### src/rtl/core/i2cram_pkg.sv
// ---------------------------------------------------------------------------
// I2C register access master package
// Beat types, transaction state, phase codes and register indexes.
// ---------------------------------------------------------------------------
package i2cram_pkg;

	// Request actions.
	localparam logic [1:0] ACT_TICK  = 2'd0;
	localparam logic [1:0] ACT_WRITE = 2'd1;
	localparam logic [1:0] ACT_READ  = 2'd2;

	// Configuration register indexes.
	localparam logic CFG_SLAVE_ADDRESS = 1'b0;
	localparam logic CFG_ACK_LIMIT     = 1'b1;

	// Configuration reset values.
	localparam logic [6:0] SLAVE_ADDRESS_RESET = 7'd30;
	localparam logic [7:0] ACK_LIMIT_RESET     = 8'd250;

	// Transaction stages (upper three bits of the phase).
	localparam logic [2:0] STG_IDLE   = 3'd0;
	localparam logic [2:0] STG_ADDR_W = 3'd1;
	localparam logic [2:0] STG_REG    = 3'd2;
	localparam logic [2:0] STG_DATA   = 3'd3;
	localparam logic [2:0] STG_ADDR_R = 3'd4;
	localparam logic [2:0] STG_RECV   = 3'd5;
	localparam logic [2:0] STG_STOP   = 3'd6;

	// Sub-steps within a transmit stage.
	localparam logic [2:0] SUB_START_HI   = 3'd0;
	localparam logic [2:0] SUB_START_FALL = 3'd1;
	localparam logic [2:0] SUB_BIT_LOW    = 3'd2;
	localparam logic [2:0] SUB_BIT_HIGH   = 3'd3;
	localparam logic [2:0] SUB_ACK_LOW    = 3'd4;
	localparam logic [2:0] SUB_ACK_HIGH   = 3'd5;
	localparam logic [2:0] SUB_RESTART    = 3'd6;

	// Sub-steps of the receive stage.
	localparam logic [2:0] SUB_NACK_LOW  = 3'd4;
	localparam logic [2:0] SUB_NACK_HIGH = 3'd5;

	// Sub-steps of the stop stage.
	localparam logic [2:0] SUB_STOP_LOW  = 3'd0;
	localparam logic [2:0] SUB_STOP_HOLD = 3'd1;
	localparam logic [2:0] SUB_STOP_RISE = 3'd2;

	localparam logic [5:0] PH_IDLE = {STG_IDLE, SUB_START_HI};

	// One request beat: a half-bit tick of the bus.
	typedef struct packed {
		logic [1:0] action;
		logic [7:0] reg_addr;
		logic [7:0] write_data;
		logic       sda_in;
	} req_t;

	// One result beat: bus levels and status for that tick.
	typedef struct packed {
		logic       scl_level;
		logic       sda_drive;
		logic       sda_level;
		logic       busy_res;
		logic       done_res;
		logic [7:0] read_data;
	} res_t;

	// Transaction state carried from tick to tick.
	typedef struct packed {
		logic [5:0] phase;
		logic [3:0] bit_count;
		logic [7:0] shift_byte;
		logic [7:0] received_byte;
		logic [7:0] ack_wait;
		logic       is_read;
		logic [7:0] held_data;
		logic [7:0] held_reg;
	} xfer_state_t;

	localparam xfer_state_t XFER_STATE_RESET = '{
		phase:         PH_IDLE,
		bit_count:     4'd0,
		shift_byte:    8'd0,
		received_byte: 8'd0,
		ack_wait:      8'd0,
		is_read:       1'b0,
		held_data:     8'd0,
		held_reg:      8'd0
	};

endpackage

### src/rtl/core/i2cram_step.sv
// ---------------------------------------------------------------------------
// I2C register access master tick logic
// Works out the bus levels and the next transaction state for one tick.
// ---------------------------------------------------------------------------
module i2cram_step
	import i2cram_pkg::*;
(
	input  xfer_state_t cur,
	input  req_t        item,
	input  logic [6:0]  slave_address,
	input  logic [7:0]  ack_limit,
	output xfer_state_t nxt,
	output res_t        res
);

	// Byte loaded into the shifter at the start of each transmit stage.
	function automatic logic [7:0] stage_byte(input logic [2:0] stg,
	                                          input xfer_state_t s,
	                                          input logic [6:0] addr);
		logic [7:0] b;
		begin
			case (stg)
				STG_ADDR_W: b = {addr, 1'b0};
				STG_REG:    b = s.held_reg;
				STG_DATA:   b = s.held_data;
				STG_ADDR_R: b = {addr, 1'b1};
				default:    b = 8'd0;
			endcase
			return b;
		end
	endfunction

	xfer_state_t st;
	logic [2:0]  stage;
	logic [2:0]  sub;
	logic [3:0]  bc_inc;
	logic        tx_stage;
	logic        scl;
	logic        drv;
	logic        lvl;
	logic        busy;
	logic        done;

	always_comb begin
		// A request is captured only when the master is idle.
		st = cur;
		if (cur.phase == PH_IDLE && (item.action == ACT_WRITE || item.action == ACT_READ)) begin
			st.held_reg  = item.reg_addr;
			st.held_data = item.write_data;
			st.is_read   = (item.action == ACT_READ);
			st.phase     = {STG_ADDR_W, SUB_START_HI};
		end

		stage    = st.phase[5:3];
		sub      = st.phase[2:0];
		bc_inc   = st.bit_count + 4'd1;
		tx_stage = (stage >= STG_ADDR_W) && (stage <= STG_ADDR_R);

		nxt  = st;
		scl  = 1'b1;
		drv  = 1'b1;
		lvl  = 1'b1;
		busy = 1'b1;
		done = 1'b0;

		if (stage == STG_ADDR_R && sub == SUB_RESTART) begin
			// Repeated START set-up: SCL low with SDA high.
			scl       = 1'b0;
			nxt.phase = {STG_ADDR_R, SUB_START_HI};
		end else if ((stage == STG_ADDR_W || stage == STG_ADDR_R) && sub == SUB_START_HI) begin
			nxt.phase = {stage, SUB_START_FALL};
		end else if ((stage == STG_ADDR_W || stage == STG_ADDR_R) && sub == SUB_START_FALL) begin
			// START: SDA falls while SCL is high.
			lvl            = 1'b0;
			nxt.phase      = {stage, SUB_BIT_LOW};
			nxt.shift_byte = stage_byte(stage, st, slave_address);
			nxt.bit_count  = 4'd0;
		end else if (tx_stage && (sub == SUB_BIT_LOW || sub == SUB_BIT_HIGH)) begin
			// Data bit, MSB first.
			lvl = st.shift_byte[7];
			if (sub == SUB_BIT_LOW) begin
				scl       = 1'b0;
				nxt.phase = {stage, SUB_BIT_HIGH};
			end else begin
				nxt.shift_byte = {st.shift_byte[6:0], 1'b0};
				nxt.bit_count  = bc_inc;
				nxt.phase      = bc_inc[3] ? {stage, SUB_ACK_LOW} : {stage, SUB_BIT_LOW};
			end
		end else if (tx_stage && sub == SUB_ACK_LOW) begin
			scl          = 1'b0;
			drv          = 1'b0;
			lvl          = 1'b0;
			nxt.ack_wait = 8'd0;
			nxt.phase    = {stage, SUB_ACK_HIGH};
		end else if (tx_stage && sub == SUB_ACK_HIGH) begin
			// Ack slot: hold SCL high while SDA is high, up to the limit.
			drv = 1'b0;
			lvl = 1'b0;
			if (item.sda_in && st.ack_wait < ack_limit) begin
				nxt.ack_wait = st.ack_wait + 8'd1;
			end else if (stage == STG_ADDR_W) begin
				nxt.phase      = {STG_REG, SUB_BIT_LOW};
				nxt.shift_byte = stage_byte(STG_REG, st, slave_address);
				nxt.bit_count  = 4'd0;
			end else if (stage == STG_REG) begin
				if (st.is_read) begin
					nxt.phase = {STG_ADDR_R, SUB_RESTART};
				end else begin
					nxt.phase      = {STG_DATA, SUB_BIT_LOW};
					nxt.shift_byte = stage_byte(STG_DATA, st, slave_address);
					nxt.bit_count  = 4'd0;
				end
			end else if (stage == STG_DATA) begin
				nxt.phase = {STG_STOP, SUB_STOP_LOW};
			end else begin
				nxt.phase      = {STG_RECV, SUB_BIT_LOW};
				nxt.shift_byte = 8'd0;
				nxt.bit_count  = 4'd0;
			end
		end else if (stage == STG_RECV && sub == SUB_BIT_LOW) begin
			scl       = 1'b0;
			drv       = 1'b0;
			lvl       = 1'b0;
			nxt.phase = {STG_RECV, SUB_BIT_HIGH};
		end else if (stage == STG_RECV && sub == SUB_BIT_HIGH) begin
			// Sample SDA into the shifter, MSB first.
			drv            = 1'b0;
			lvl            = 1'b0;
			nxt.shift_byte = {st.shift_byte[6:0], item.sda_in};
			nxt.bit_count  = bc_inc;
			nxt.phase      = bc_inc[3] ? {STG_RECV, SUB_NACK_LOW} : {STG_RECV, SUB_BIT_LOW};
		end else if (stage == STG_RECV && sub == SUB_NACK_LOW) begin
			// Master NACK: SDA held high.
			scl       = 1'b0;
			nxt.phase = {STG_RECV, SUB_NACK_HIGH};
		end else if (stage == STG_RECV && sub == SUB_NACK_HIGH) begin
			nxt.phase = {STG_STOP, SUB_STOP_LOW};
		end else if (stage == STG_STOP && sub == SUB_STOP_LOW) begin
			scl       = 1'b0;
			lvl       = 1'b0;
			nxt.phase = {STG_STOP, SUB_STOP_HOLD};
		end else if (stage == STG_STOP && sub == SUB_STOP_HOLD) begin
			lvl       = 1'b0;
			nxt.phase = {STG_STOP, SUB_STOP_RISE};
		end else if (stage == STG_STOP && sub == SUB_STOP_RISE) begin
			// STOP: SDA rises while SCL is high.
			done = 1'b1;
			if (st.is_read) begin
				nxt.received_byte = st.shift_byte;
			end
			nxt.phase = PH_IDLE;
		end else begin
			busy      = 1'b0;
			nxt.phase = PH_IDLE;
		end

		res.scl_level = scl;
		res.sda_drive = drv;
		res.sda_level = lvl;
		res.busy_res  = busy;
		res.done_res  = done;
		res.read_data = nxt.received_byte;
	end

endmodule

### src/rtl/core/i2c_register_access_master_unit.sv
// A request beat is held in the input register, its result in the result register.
// One beat per cycle while the result is not stalled; the tick logic is combinational.
// A stalled result holds the input register, which then stalls new requests.
// Reset clears the transaction state and the valid flags of both beat registers, and
// loads the register defaults.
// ---------------------------------------------------------------------------
// I2C register access master
// Half-bit tick engine for single register reads and writes over I2C.
// ---------------------------------------------------------------------------
module i2c_register_access_master_unit
	import i2cram_pkg::*;
(
	input  logic       clk,
	input  logic       arst_n,
	input  logic       cfg_we,
	input  logic       cfg_index,
	input  logic [7:0] cfg_data,
	input  logic       req_valid,
	output logic       req_stall,
	input  req_t       req,
	output logic       res_valid,
	input  logic       res_stall,
	output res_t       res
);

	logic        valid_s1;
	req_t        item_s1;
	logic        res_valid_s2;
	res_t        res_s2;
	xfer_state_t state_q;
	xfer_state_t state_nxt;
	res_t        step_res;
	logic [6:0]  slave_address_q;
	logic [7:0]  ack_limit_q;
	logic        advance;
	logic        req_take;

	// A beat moves on when the result register is empty or being drained.
	assign advance   = valid_s1 && (!res_valid_s2 || !res_stall);
	assign req_stall = valid_s1 && !advance;
	assign req_take  = req_valid && !req_stall;

	// Configuration registers.
	always_ff @(posedge clk or negedge arst_n) begin
		if (!arst_n) begin
			slave_address_q <= SLAVE_ADDRESS_RESET;
			ack_limit_q     <= ACK_LIMIT_RESET;
		end else if (cfg_we) begin
			unique case (cfg_index)
				CFG_SLAVE_ADDRESS: slave_address_q <= cfg_data[6:0];
				CFG_ACK_LIMIT:     ack_limit_q     <= cfg_data;
			endcase
		end
	end

	// Input register.
	always_ff @(posedge clk or negedge arst_n) begin
		if (!arst_n) begin
			valid_s1 <= 1'b0;
		end else if (req_take) begin
			valid_s1 <= 1'b1;
		end else if (advance) begin
			valid_s1 <= 1'b0;
		end
	end

	always_ff @(posedge clk) begin
		if (req_take) begin
			item_s1 <= req;
		end
	end

	i2cram_step u_step (
		.cur           (state_q),
		.item          (item_s1),
		.slave_address (slave_address_q),
		.ack_limit     (ack_limit_q),
		.nxt           (state_nxt),
		.res           (step_res)
	);

	// Transaction state, updated once per tick.
	always_ff @(posedge clk or negedge arst_n) begin
		if (!arst_n) begin
			state_q <= XFER_STATE_RESET;
		end else if (advance) begin
			state_q <= state_nxt;
		end
	end

	// Result register.
	always_ff @(posedge clk or negedge arst_n) begin
		if (!arst_n) begin
			res_valid_s2 <= 1'b0;
		end else if (advance) begin
			res_valid_s2 <= 1'b1;
		end else if (!res_stall) begin
			res_valid_s2 <= 1'b0;
		end
	end

	always_ff @(posedge clk) begin
		if (advance) begin
			res_s2 <= step_res;
		end
	end

	assign res_valid = res_valid_s2;
	assign res       = res_s2;

endmodule

### config.mk
export PLATFORM = sky130hd
export DESIGN_NAME = i2c_register_access_master_unit
export DESIGN_NICKNAME = d
export VERILOG_FILES = /design/src/rtl/core/i2cram_pkg.sv /design/src/rtl/core/i2cram_step.sv /design/src/rtl/core/i2c_register_access_master_unit.sv
export SDC_FILE = /design/constraint.sdc
export NUM_CORES = 1
export LEC_CHECK = 0
export ABC_AREA = 1
export BUFFER_PORTS_ARGS = -buffer_cell sky130_fd_sc_hd__buf_2
export CAP_MARGIN = 30
export CORE_AREA = 3 3 108 110
export CTS_CLUSTER_DIAMETER = 100
export DETAILED_ROUTE_END_ITERATION = 8
export DIE_AREA = 0 0 111 113
export PLACE_DENSITY_LB_ADDON = 0.25
export SETUP_SLACK_MARGIN = 0.2
export SLEW_MARGIN = 20
export SYNTH_ARGS = -nofsm -noshare
export SYNTH_HDL_FRONTEND = slang
export SYNTH_SLANG_ARGS = --single-unit
### constraint.sdc
create_clock -name clk -period 4.06 [get_ports clk]
set_input_delay 0.812 -clock clk [delete_from_list [all_inputs] [get_ports clk]]
set_output_delay 0.812 -clock clk [all_outputs]
set_load 0.05 [all_outputs]
# After elaboration in Yosys (flattened, before gate mapping)
# Index checks and enable logic that the tools add are counted.
dict set report totals {
  input_bits 33
  wordCells 171
  regBits 100
}
dict set report classes {
  reduce_logical 40
  n_lt_le_gt_ge 3
  bitwise_logic 5
  n_addsub 2
  n_eq_ne 21
  n_mux 78
}
# cell count
set ops {}
lappend ops {{$mux 18} 8}
lappend ops {{$mux 8} 11}
lappend ops {{$mux 20} 4}
lappend ops {{$mux 6} 11}
lappend ops {{$mux 16} 4}
lappend ops {{$mux 12} 4}
lappend ops {{$pmux 8 s4} 1}
lappend ops {{$mux 1} 30}
lappend ops {{$logic_and 1x1->1} 19}
lappend ops {{$eq 3x3->1 const B} 6}
lappend ops {{$mux 17} 1}
lappend ops {{$ne 8x3->1 const B} 2}
lappend ops {{$eq 3x2->1 const B} 4}
lappend ops {{$reduce_or 12->1} 1}
lappend ops {{$reduce_and 10->1} 1}
lappend ops {{$mux 3} 3}
lappend ops {{$add 8x1->8 const B} 1}
lappend ops {{$lt 8x8->1} 1}
lappend ops {{$reduce_and 7->1} 1}
lappend ops {{$eq 3x1->1 const B} 2}
lappend ops {{$logic_not 6->1} 1}
lappend ops {{$ne 6x1->1 const B} 1}
lappend ops {{$ne 6x2->1 const B} 1}
lappend ops {{$reduce_bool 2->1} 3}
lappend ops {{17 further kinds} 28}

# Logic depth before layout (Yosys ltp)
# Gate-level depths: netlist (run 1).
dict set report depth {
  word_depth 23
  mapped_depth 17
}

# Hierarchy
# Synthesis (run 1) repeated with hierarchy kept, for this count alone.
dict set report hier_totals {
  hier_cells 814
  hier_area_um2 6163.4
}
# mod area_each_um2 instances cells_each
set modules_own_cells {}
lappend modules_own_cells {i2c_register_access_master_unit 3713.6 1 332}
lappend modules_own_cells {i2cram_step 2449.8 1 482}

# Least setup slack after synthesis (run 1)
# OpenSTA, ideal clock, no wires.
dict set report synth_path {
  path_type {input to output}
  startpoint {input res_stall}
  endpoint {output req_stall}
  stages 2
  path_buffers 0
  slack_ps 1665
  t_arrival_ps 1583
  cell_sequence {nand2_1 > nor2_1}
}
dict set report synth_via {
  elab_chain_len 5
}
# element line_no
set synth_rtl {}
lappend synth_rtl {{start, declared} i2c_register_access_master_unit.sv:22} ;# input logic res_stall,
lappend synth_rtl {{$logic_not 1->1} -}
lappend synth_rtl {{$logic_or 1x1->1} i2c_register_access_master_unit.sv:39} ;# assign advance = valid_s1 && (!res_valid_s2 || !res_stall);
lappend synth_rtl {{$logic_and 1x1->1} i2c_register_access_master_unit.sv:39}
lappend synth_rtl {{$logic_not 1->1} i2c_register_access_master_unit.sv:40} ;# assign req_stall = valid_s1 && !advance;
lappend synth_rtl {{$logic_and 1x1->1} i2c_register_access_master_unit.sv:40}
lappend synth_rtl {{end, declared} i2c_register_access_master_unit.sv:19} ;# output logic req_stall,
# No other way between the ends.

# Worst setup path after layout (run 1)
dict set report layout_path {
  startpoint {register item_s1[17] in the netlist's numbering}
  endpoint {register state_q[19] in the netlist's numbering}
}
dict set report layout_via {
  elab_chain_len 9
}
# element line_no
set layout_rtl {}
lappend layout_rtl {{start, declared} i2c_register_access_master_unit.sv:27} ;# req_t item_s1;
lappend layout_rtl {{start signal, assigned} i2c_register_access_master_unit.sv:69} ;# item_s1 <= req;
lappend layout_rtl {{$eq 2x1->1 or $eq 2x2->1 (tied branches)} i2cram_step.sv:47} ;# if (cur.phase == PH_IDLE && (item.action == ACT_WRITE || item.action == ACT_READ)) begin
lappend layout_rtl {{$logic_or 1x1->1 (*)} i2cram_step.sv:47}
lappend layout_rtl {{$logic_and 1x1->1 (*)} i2cram_step.sv:47}
lappend layout_rtl {{$mux 6 (*)} i2cram_step.sv:47}
lappend layout_rtl {{$ge 3x1->1 (tied with other cells)} i2cram_step.sv:57} ;# tx_stage = (stage >= STG_ADDR_W) && (stage <= STG_ADDR_R);
lappend layout_rtl {{$logic_and 1x1->1 (tied with other cells)} i2cram_step.sv:57}
lappend layout_rtl {{$logic_and 1x1->1, on equally long branches} -}
lappend layout_rtl {{$reduce_bool 2->1 (no line) or $not 1->1 (tied branches)} -}
lappend layout_rtl {{$reduce_and 7->1 (no line)} -}
lappend layout_rtl {{end signal, assigned} i2c_register_access_master_unit.sv:87} ;# state_q <= state_nxt;
lappend layout_rtl {{end, declared} i2c_register_access_master_unit.sv:30} ;# xfer_state_t state_q;
# Mark *: on every way between the ends. The rest lies on a longest branch, timed or not.
# A chain may end at the register's enable or synchronous reset.

==> impl_metrics.json, run 1 <==
{
  "yosys.area.top_type": "dfrtp_1",
  "drtPass1Iterations": 5,
  "detail_route.vias_per_cell": 5.21,
  "cts_buffers": 9,
  "cp_slowest_stage_delay_ns": 0.61,
  "ys_async_sr_fraction_pct": 68.0,
  "multi_input_area_mm2": 0.00229,
  "io_pins": 48,
  "antenna_found_initial": 0,
  "portBuffers": 47,
  "syn_nets": 709,
  "synthCells": 666,
  "worstPathCellList": "inv_1, ha_1, nor2_1, nand2_2, nor2_8, nor2_4, nand2_4, nand3_4, inv_2, nand2_1, a21oi_1, inv_1, nand2_1, o21ai_0",
  "worstPathArrival_ns": 3.30,
  "cap_violations": 0,
  "ys.warnings.count": 0,
  "hold_path.class": "input port to async pin",
  "diodes": 0,
  "fp.dieH_um": 113,
  "dieArea_mm2": 0.0125,
  "max_slew_margin_pct": 51.1,
  "total_power_mw": 3.41,
  "p_per_area_mw_per_mm2": 575,
  "layout.area.seq_mm2": 0.00268,
  "grt_max_degree": 55,
  "hpwlAfterDp_um": 9140,
  "post-route-drc-count": 0,
  "cp_num_buf_inv": 3,
  "status": "complete, no violations",
  "drive_above_1_share_pct": 15.2,
  "p_leak_nw": 2.97,
  "overflow": 0,
  "drtIter0Drc": 318,
  "antenna_left": 0,
  "tns_ns": 0,
  "cts_tree": "yes",
  "stdcell_count": 852,
  "cp_top_family": "simple AND/OR/NAND/NOR gates",
  "initial_core_util_pct": 49.8,
  "clockRootBuffer": "clkbuf_8",
  "synthFlopType": "dfrtp_1",
  "irDropWorstVdd_v": 0.000408,
  "wire_per_inst_um": 14.5,
  "crit_type": "register to register",
  "final_common_cell": "nand2_1",
  "fillers": 1010,
  "fin_crit_sh_pct": 74.8,
  "slowest_stage": "a21oi_1",
  "hold_viol_final": 0,
  "synthesis.area_mm2": 0.00537,
  "finClkSkew_ns": 0.0129,
  "max-clock-path-buffers": 2,
  "cts_setup_buffers": 0,
  "path_max_fanout": 19,
  "insertion_delay_ns": 0.39,
  "ys_ff_latch": 100,
  "max_freq_ghz": 0.329,
  "cts_max_level": 3,
  "post_cts_resized": 0,
  "grt_pass1_vias": 4220,
  "syn_area_per_cell_um2": 8.07,
  "area_delta_synth_final_pct": 10.5,
  "grt_pass1_wl_um": 21100,
  "synth_cell_types": 37,
  "core.rowCount": 38,
  "critPathLaunchType": "register",
  "worstPathRequired_ns": 4.32,
  "die_x_um": 111,
  "slew_viol_final": 0,
  "nNetsFinal": 750,
  "setup.worst_path.end_class": "register",
  "yosys-top-cells-area": "dfrtp_1 (27%), edfxtp_1 (18%), nand2_1 (17%)",
  "synth_edf_count": 32,
  "grt_use_total_pct": 21.1,
  "dp.cells": 835,
  "ys_seq_area_share_pct": 49.8,
  "coreArea_mm2": 0.0108,
  "rsz0062_at_grt": "false",
  "cts.clk_slew.worst_paths_ns": 0.09,
  "ctsHoldBuffers": 0,
  "tightest_slew_ns": 0.734,
  "cts_sinks": 100,
  "period_needed_ns": 3.04,
  "setup_viol": 0,
  "vias": 4442,
  "synth_top_cell_area_share_pct": 27.0,
  "final_cell_mix": "nand2_1 (244), inv_1 (73), dfrtp_1 (58)",
  "wirelength_um": 12400,
  "place.gp.congestion": 0.911
}
==> cell families after synthesis <==
kind of cell	Yosys count	synth area share, %
buffers and inverters	102	7.73
adders and majority gates	10	2.33
and+or+nand+nor	355	29.6
DFF	100	49.8
AOI/OAI and AO/OA	93	9.62
xor gates and xnor gates	6	0.978
==> metal layers <==
| layer | GRT usage (%) | wire [µm] | vias to the layer above |
|---|---|---|---|
| li1 | - | - | 2238 |
| met1 | 30.0 | 6020 | 2070 |
| met2 | 32.4 | 5430 | 115 |
| met3 | 4.33 | 627 | 19 |
| met4 | 7.72 | 269 | 0 |
| met5 | 0 | 0 | - |
==> power breakdown <==
group,internal [mW],leakage (nW),switching (mW)
sequential,1.26,1.15,0.142
combinational,0.402,1.71,0.910
clock,0.344,0.105,0.350
==> cell usage after synthesis (2+ instances only) <==
cell type	instances
a21oi_1	12
a31oi_1	7
buf_2	8
buf_6	3
clkbuf_1	11
dfrtp_1	58
dfstp_2	10
edfxtp_1	32
ha_1	10
inv_1	73
inv_2	7
nand2_1	244
nand2_2	4
nand2_4	5
nand3_1	44
nand3b_1	4
nand4_1	11
nor2_1	23
nor2_2	2
nor2_4	3
nor3_1	5
nor3_2	4
o211ai_1	11
o21ai_0	49
o21ai_1	8
or2_2	2
xor2_1	6
==> final timing paths <==
path                             startpoint           to  slack [ns]  depth (start not counted)
worst max register to register  item_s1[17]  state_q[19]        1.02                         14
worst min register to register  state_q[33]  state_q[33]        0.49                          2
worst min-delay path                 arst_n  state_q[17]        0.27                          1
max in group asynchronous            arst_n   state_q[8]        3.14                          2
worst max-delay path            item_s1[17]  state_q[19]        1.02                         14
min in group clk                state_q[33]  state_q[33]        0.49                          2
==> state kept, by name, indices dropped and copies added (netlist names) <==
register / cells
ack_limit_q: 8
item_s1: 19
res: 13
res_valid: 1
slave_address_q: 7
state_q: 51
valid_s1: 1
==> cell type report <==
| cell class | count | area share [%] |
|---|---|---|
| Clock buffer | 9 | 2.09 |
| Sequential cell | 100 | 45.0 |
| Timing Repair Buffer | 52 | 4.80 |
| Tap cell | 140 | 2.95 |
| Inverter | 80 | 5.06 |
| Multi-Input combinational cell | 464 | 38.6 |
| Clock inverter | 7 | 1.50 |
==> stage by stage <==
stage	utilization (%)	hold WS (ns)	worst slack, ns	area, µm²
3_5_place_dp	52.9	0.466	1.05	5710
3_3_place_gp	52.9	0.462	1.14	5710
4_1_cts	54.8	0.491	1.03	5920
5_1_grt	55.0	0.261	0.667	5940
2_1_floorplan	-	0.434	1.66	5370
6_report	55.0	0.270	1.02	5940
Power figures use the tool's default switching activity.
==> run 2: changes to the inputs <==
--- a/config.mk
+++ b/config.mk
@@ -5,13 +5,13 @@
 export SDC_FILE = /design/constraint.sdc
 export NUM_CORES = 1
 export LEC_CHECK = 0
-export ABC_AREA = 1
+export ABC_AREA = 0
 export BUFFER_PORTS_ARGS = -buffer_cell sky130_fd_sc_hd__buf_2
 export CAP_MARGIN = 30
-export CORE_AREA = 3 3 108 110
+export CORE_AREA = 3 3 106 108
 export CTS_CLUSTER_DIAMETER = 100
 export DETAILED_ROUTE_END_ITERATION = 8
-export DIE_AREA = 0 0 111 113
+export DIE_AREA = 0 0 109 111
 export PLACE_DENSITY_LB_ADDON = 0.25
 export SETUP_SLACK_MARGIN = 0.2
 export SLEW_MARGIN = 20
==> constraint.sdc (replaced) <==
create_clock -name clk -period 3.09 [get_ports clk]
set_input_delay 0.618 -clock clk [delete_from_list [all_inputs] [get_ports clk]]
set_output_delay 0.618 -clock clk [all_outputs]
set_load 0.05 [all_outputs]
==> run 2 against run 1 <==
  * Die area down 3.5%
  * Critical path depth down 6
  * Highest routed layer unchanged
  * Critical endpoint is now state_q[44]
  * Synthesized cell count down 31%
==> impl_metrics.json, run 2 <==
{
  "tightest_slew_ns": 0.820,
  "detail_route.vias_per_cell": 5.95,
  "antenna_found_initial": 0,
  "io_pins": 48,
  "irDropWorstVdd_v": 0.000564,
  "synthFlopType": "dfrtp_1",
  "setup_viol": 0,
  "area_delta_synth_final_pct": 12.6,
  "cts_max_level": 3,
  "ys.warnings.count": 0,
  "grt_pass1_vias": 3904,
  "coreArea_mm2": 0.0103,
  "syn_area_per_cell_um2": 11.1,
  "ys_seq_area_share_pct": 52.1,
  "period_needed_ns": 2.66,
  "ys_ff_latch": 100,
  "crit_type": "register to register",
  "wirelength_um": 12300,
  "synth_common_cells": "dfrtp_1 (58), mux2_2 (48), a21oi_1 (32), edfxtp_1 (32), nand2_1 (30)",
  "drive_above_1_share_pct": 29.4,
  "cap_violations": 0,
  "wire_per_inst_um": 18.7,
  "yosys.area.top_type": "dfrtp_1",
  "fp.dieH_um": 111,
  "initial_core_util_pct": 49.7,
  "synth_edf_count": 32,
  "hold_path.class": "input port to async pin",
  "final_cell_mix": "dfrtp_1 (58), mux2_2 (48), buf_2 (47)",
  "fin_util_pct": 56.0,
  "overflow": 0,
  "path_max_fanout": 8,
  "antenna_left": 0,
  "synth_top_cell_area_share_pct": 28.3,
  "slew_viol_final": 0,
  "ctsHoldBuffers": 0,
  "portBuffers": 47,
  "max_freq_ghz": 0.376,
  "drtIter0Drc": 317,
  "regMostFlops": "state_q",
  "fillers": 868,
  "dieArea_mm2": 0.0121,
  "clockRootBuffer": "clkbuf_8",
  "drtPass1Iterations": 5,
  "yosys-top-cells-area": "dfrtp_1 (28%), edfxtp_1 (19%), mux2_2 (11%)",
  "rsz0062_at_grt": "false",
  "synthesis.area_mm2": 0.00513,
  "die_x_um": 109,
  "rr_startpoint": "ack_limit_q[3]",
  "stdcell_count": 656,
  "tns_ns": 0,
  "grt_pass1_wl_um": 20100,
  "ys_async_sr_fraction_pct": 68.0,
  "worstPathArrival_ns": 2.91,
  "core.rowCount": 37,
  "worstPathRequired_ns": 3.34,
  "grt_use_total_pct": 21.2,
  "nNetsFinal": 558,
  "fin_crit_sh_pct": 86.1,
  "max_slew_margin_pct": 45.3,
  "p_leak_nw": 2.48,
  "cts_tree": "yes",
  "hpwlAfterDp_um": 9040,
  "diodes": 0,
  "crit_start": "ack_limit_q[3]",
  "syn_nets": 504,
  "hold_viol_final": 0,
  "final_common_cell": "dfrtp_1",
  "setup.worst_path.end_class": "register",
  "cts_sinks": 100,
  "cts.clk_slew.worst_paths_ns": 0.10,
  "synthCells": 461,
  "status": "complete, no violations",
  "finClkSkew_ns": 0.0115,
  "cts_buffers": 9,
  "vias": 3906,
  "insertion_delay_ns": 0.36,
  "place.gp.congestion": 0.942,
  "largest_reg_flops": 51,
  "yosysMostFrequentCell": "dfrtp_1",
  "p_per_area_mw_per_mm2": 797,
  "synth_cell_types": 61,
  "grt_max_degree": 56,
  "post-route-drc-count": 0,
  "dp.cells": 640,
  "max-clock-path-buffers": 2,
  "critPathLaunchType": "register"
}
## run 2: timing repair
action / in CTS / in global routing
resized for setup: 0 / 1
endpoints found under the hold margin: 0 / 0
setup endpoints to repair: 0 / 11
buffers inserted: 0 / 0
## run 2: cells by family after synthesis
group | count (synthesis) | synth area share [%]
simple gates | 139 | 14.8
compound gates | 110 | 15.0
flops | 100 | 52.1
mux | 51 | 11.1
buf+inv | 49 | 4.17
fa+ha+maj | 10 | 2.44
xor+xnor | 2 | 0.341
## run 2: final timing paths
| kind | end | cells after the start | slack, ns |
|---|---|---|---|
| worst max register to register | state_q[44] | 8 | 0.43 |
| worst min-delay path | state_q[46] | 1 | 0.16 |
| worst max-delay path | state_q[44] | 8 | 0.43 |
| min in group clk | item_s1[7] | 1 | 0.43 |
| worst min register to register | state_q[12] | 1 | 0.48 |
| max in group asynchronous | ack_limit_q[1] | 2 | 2.28 |
## run 2: report_power, final
part	total (mW)	switching, mW	leakage, nW	internal, mW
logic	1.82	1.08	1.25	0.746
clock network	0.824	0.454	0.103	0.370
registers	1.96	0.271	1.13	1.69
## run 2: per-layer routing
layer	vias up	GRT usage [%]	share of wire, %
met1	1917	28.8	42
met4	0	8.25	2.8
met2	141	34.5	49
li1	1820	-	-
met3	28	2.56	6.4
met5	-	0	0
## run 2: worst max-delay path: stages (launching register included)
cell       delay [ns]
dfstp_2          0.53
inv_1            0.05
ha_1             0.19
a211oi_1         0.21
o21ai_0          0.18
a2111oi_2        0.62
o31ai_2          0.23
and3_1           0.25
a221o_1          0.30
## run 2: cell type report
cell class	count	area, µm²	area share (%)
clock inverter	4	28.8	0.498
inverter	25	93.8	1.62
sequential	100	2680	46.3
tap	136	170	2.94
clock buffer	12	166	2.88
multi-input combinational	312	2250	38.9
timing repair buffer	67	398	6.88
## run 2: stage by stage
| stage | power, mW | area (µm²) | hold WS [ns] | setup slack [ns] |
|---|---|---|---|---|
| final | 4.60 | 5780 | 0.155 | 0.429 |
| after CTS | 4.60 | 5770 | 0.161 | 0.345 |
| after global routing | 4.90 | 5780 | 0.176 | 0.253 |
| after floorplan | 3.25 | 5130 | 0.322 | 0.536 |
| after global placement | 3.73 | 5580 | 0.457 | 0.473 |
| after detailed placement | 3.77 | 5580 | 0.463 | 0.379 |
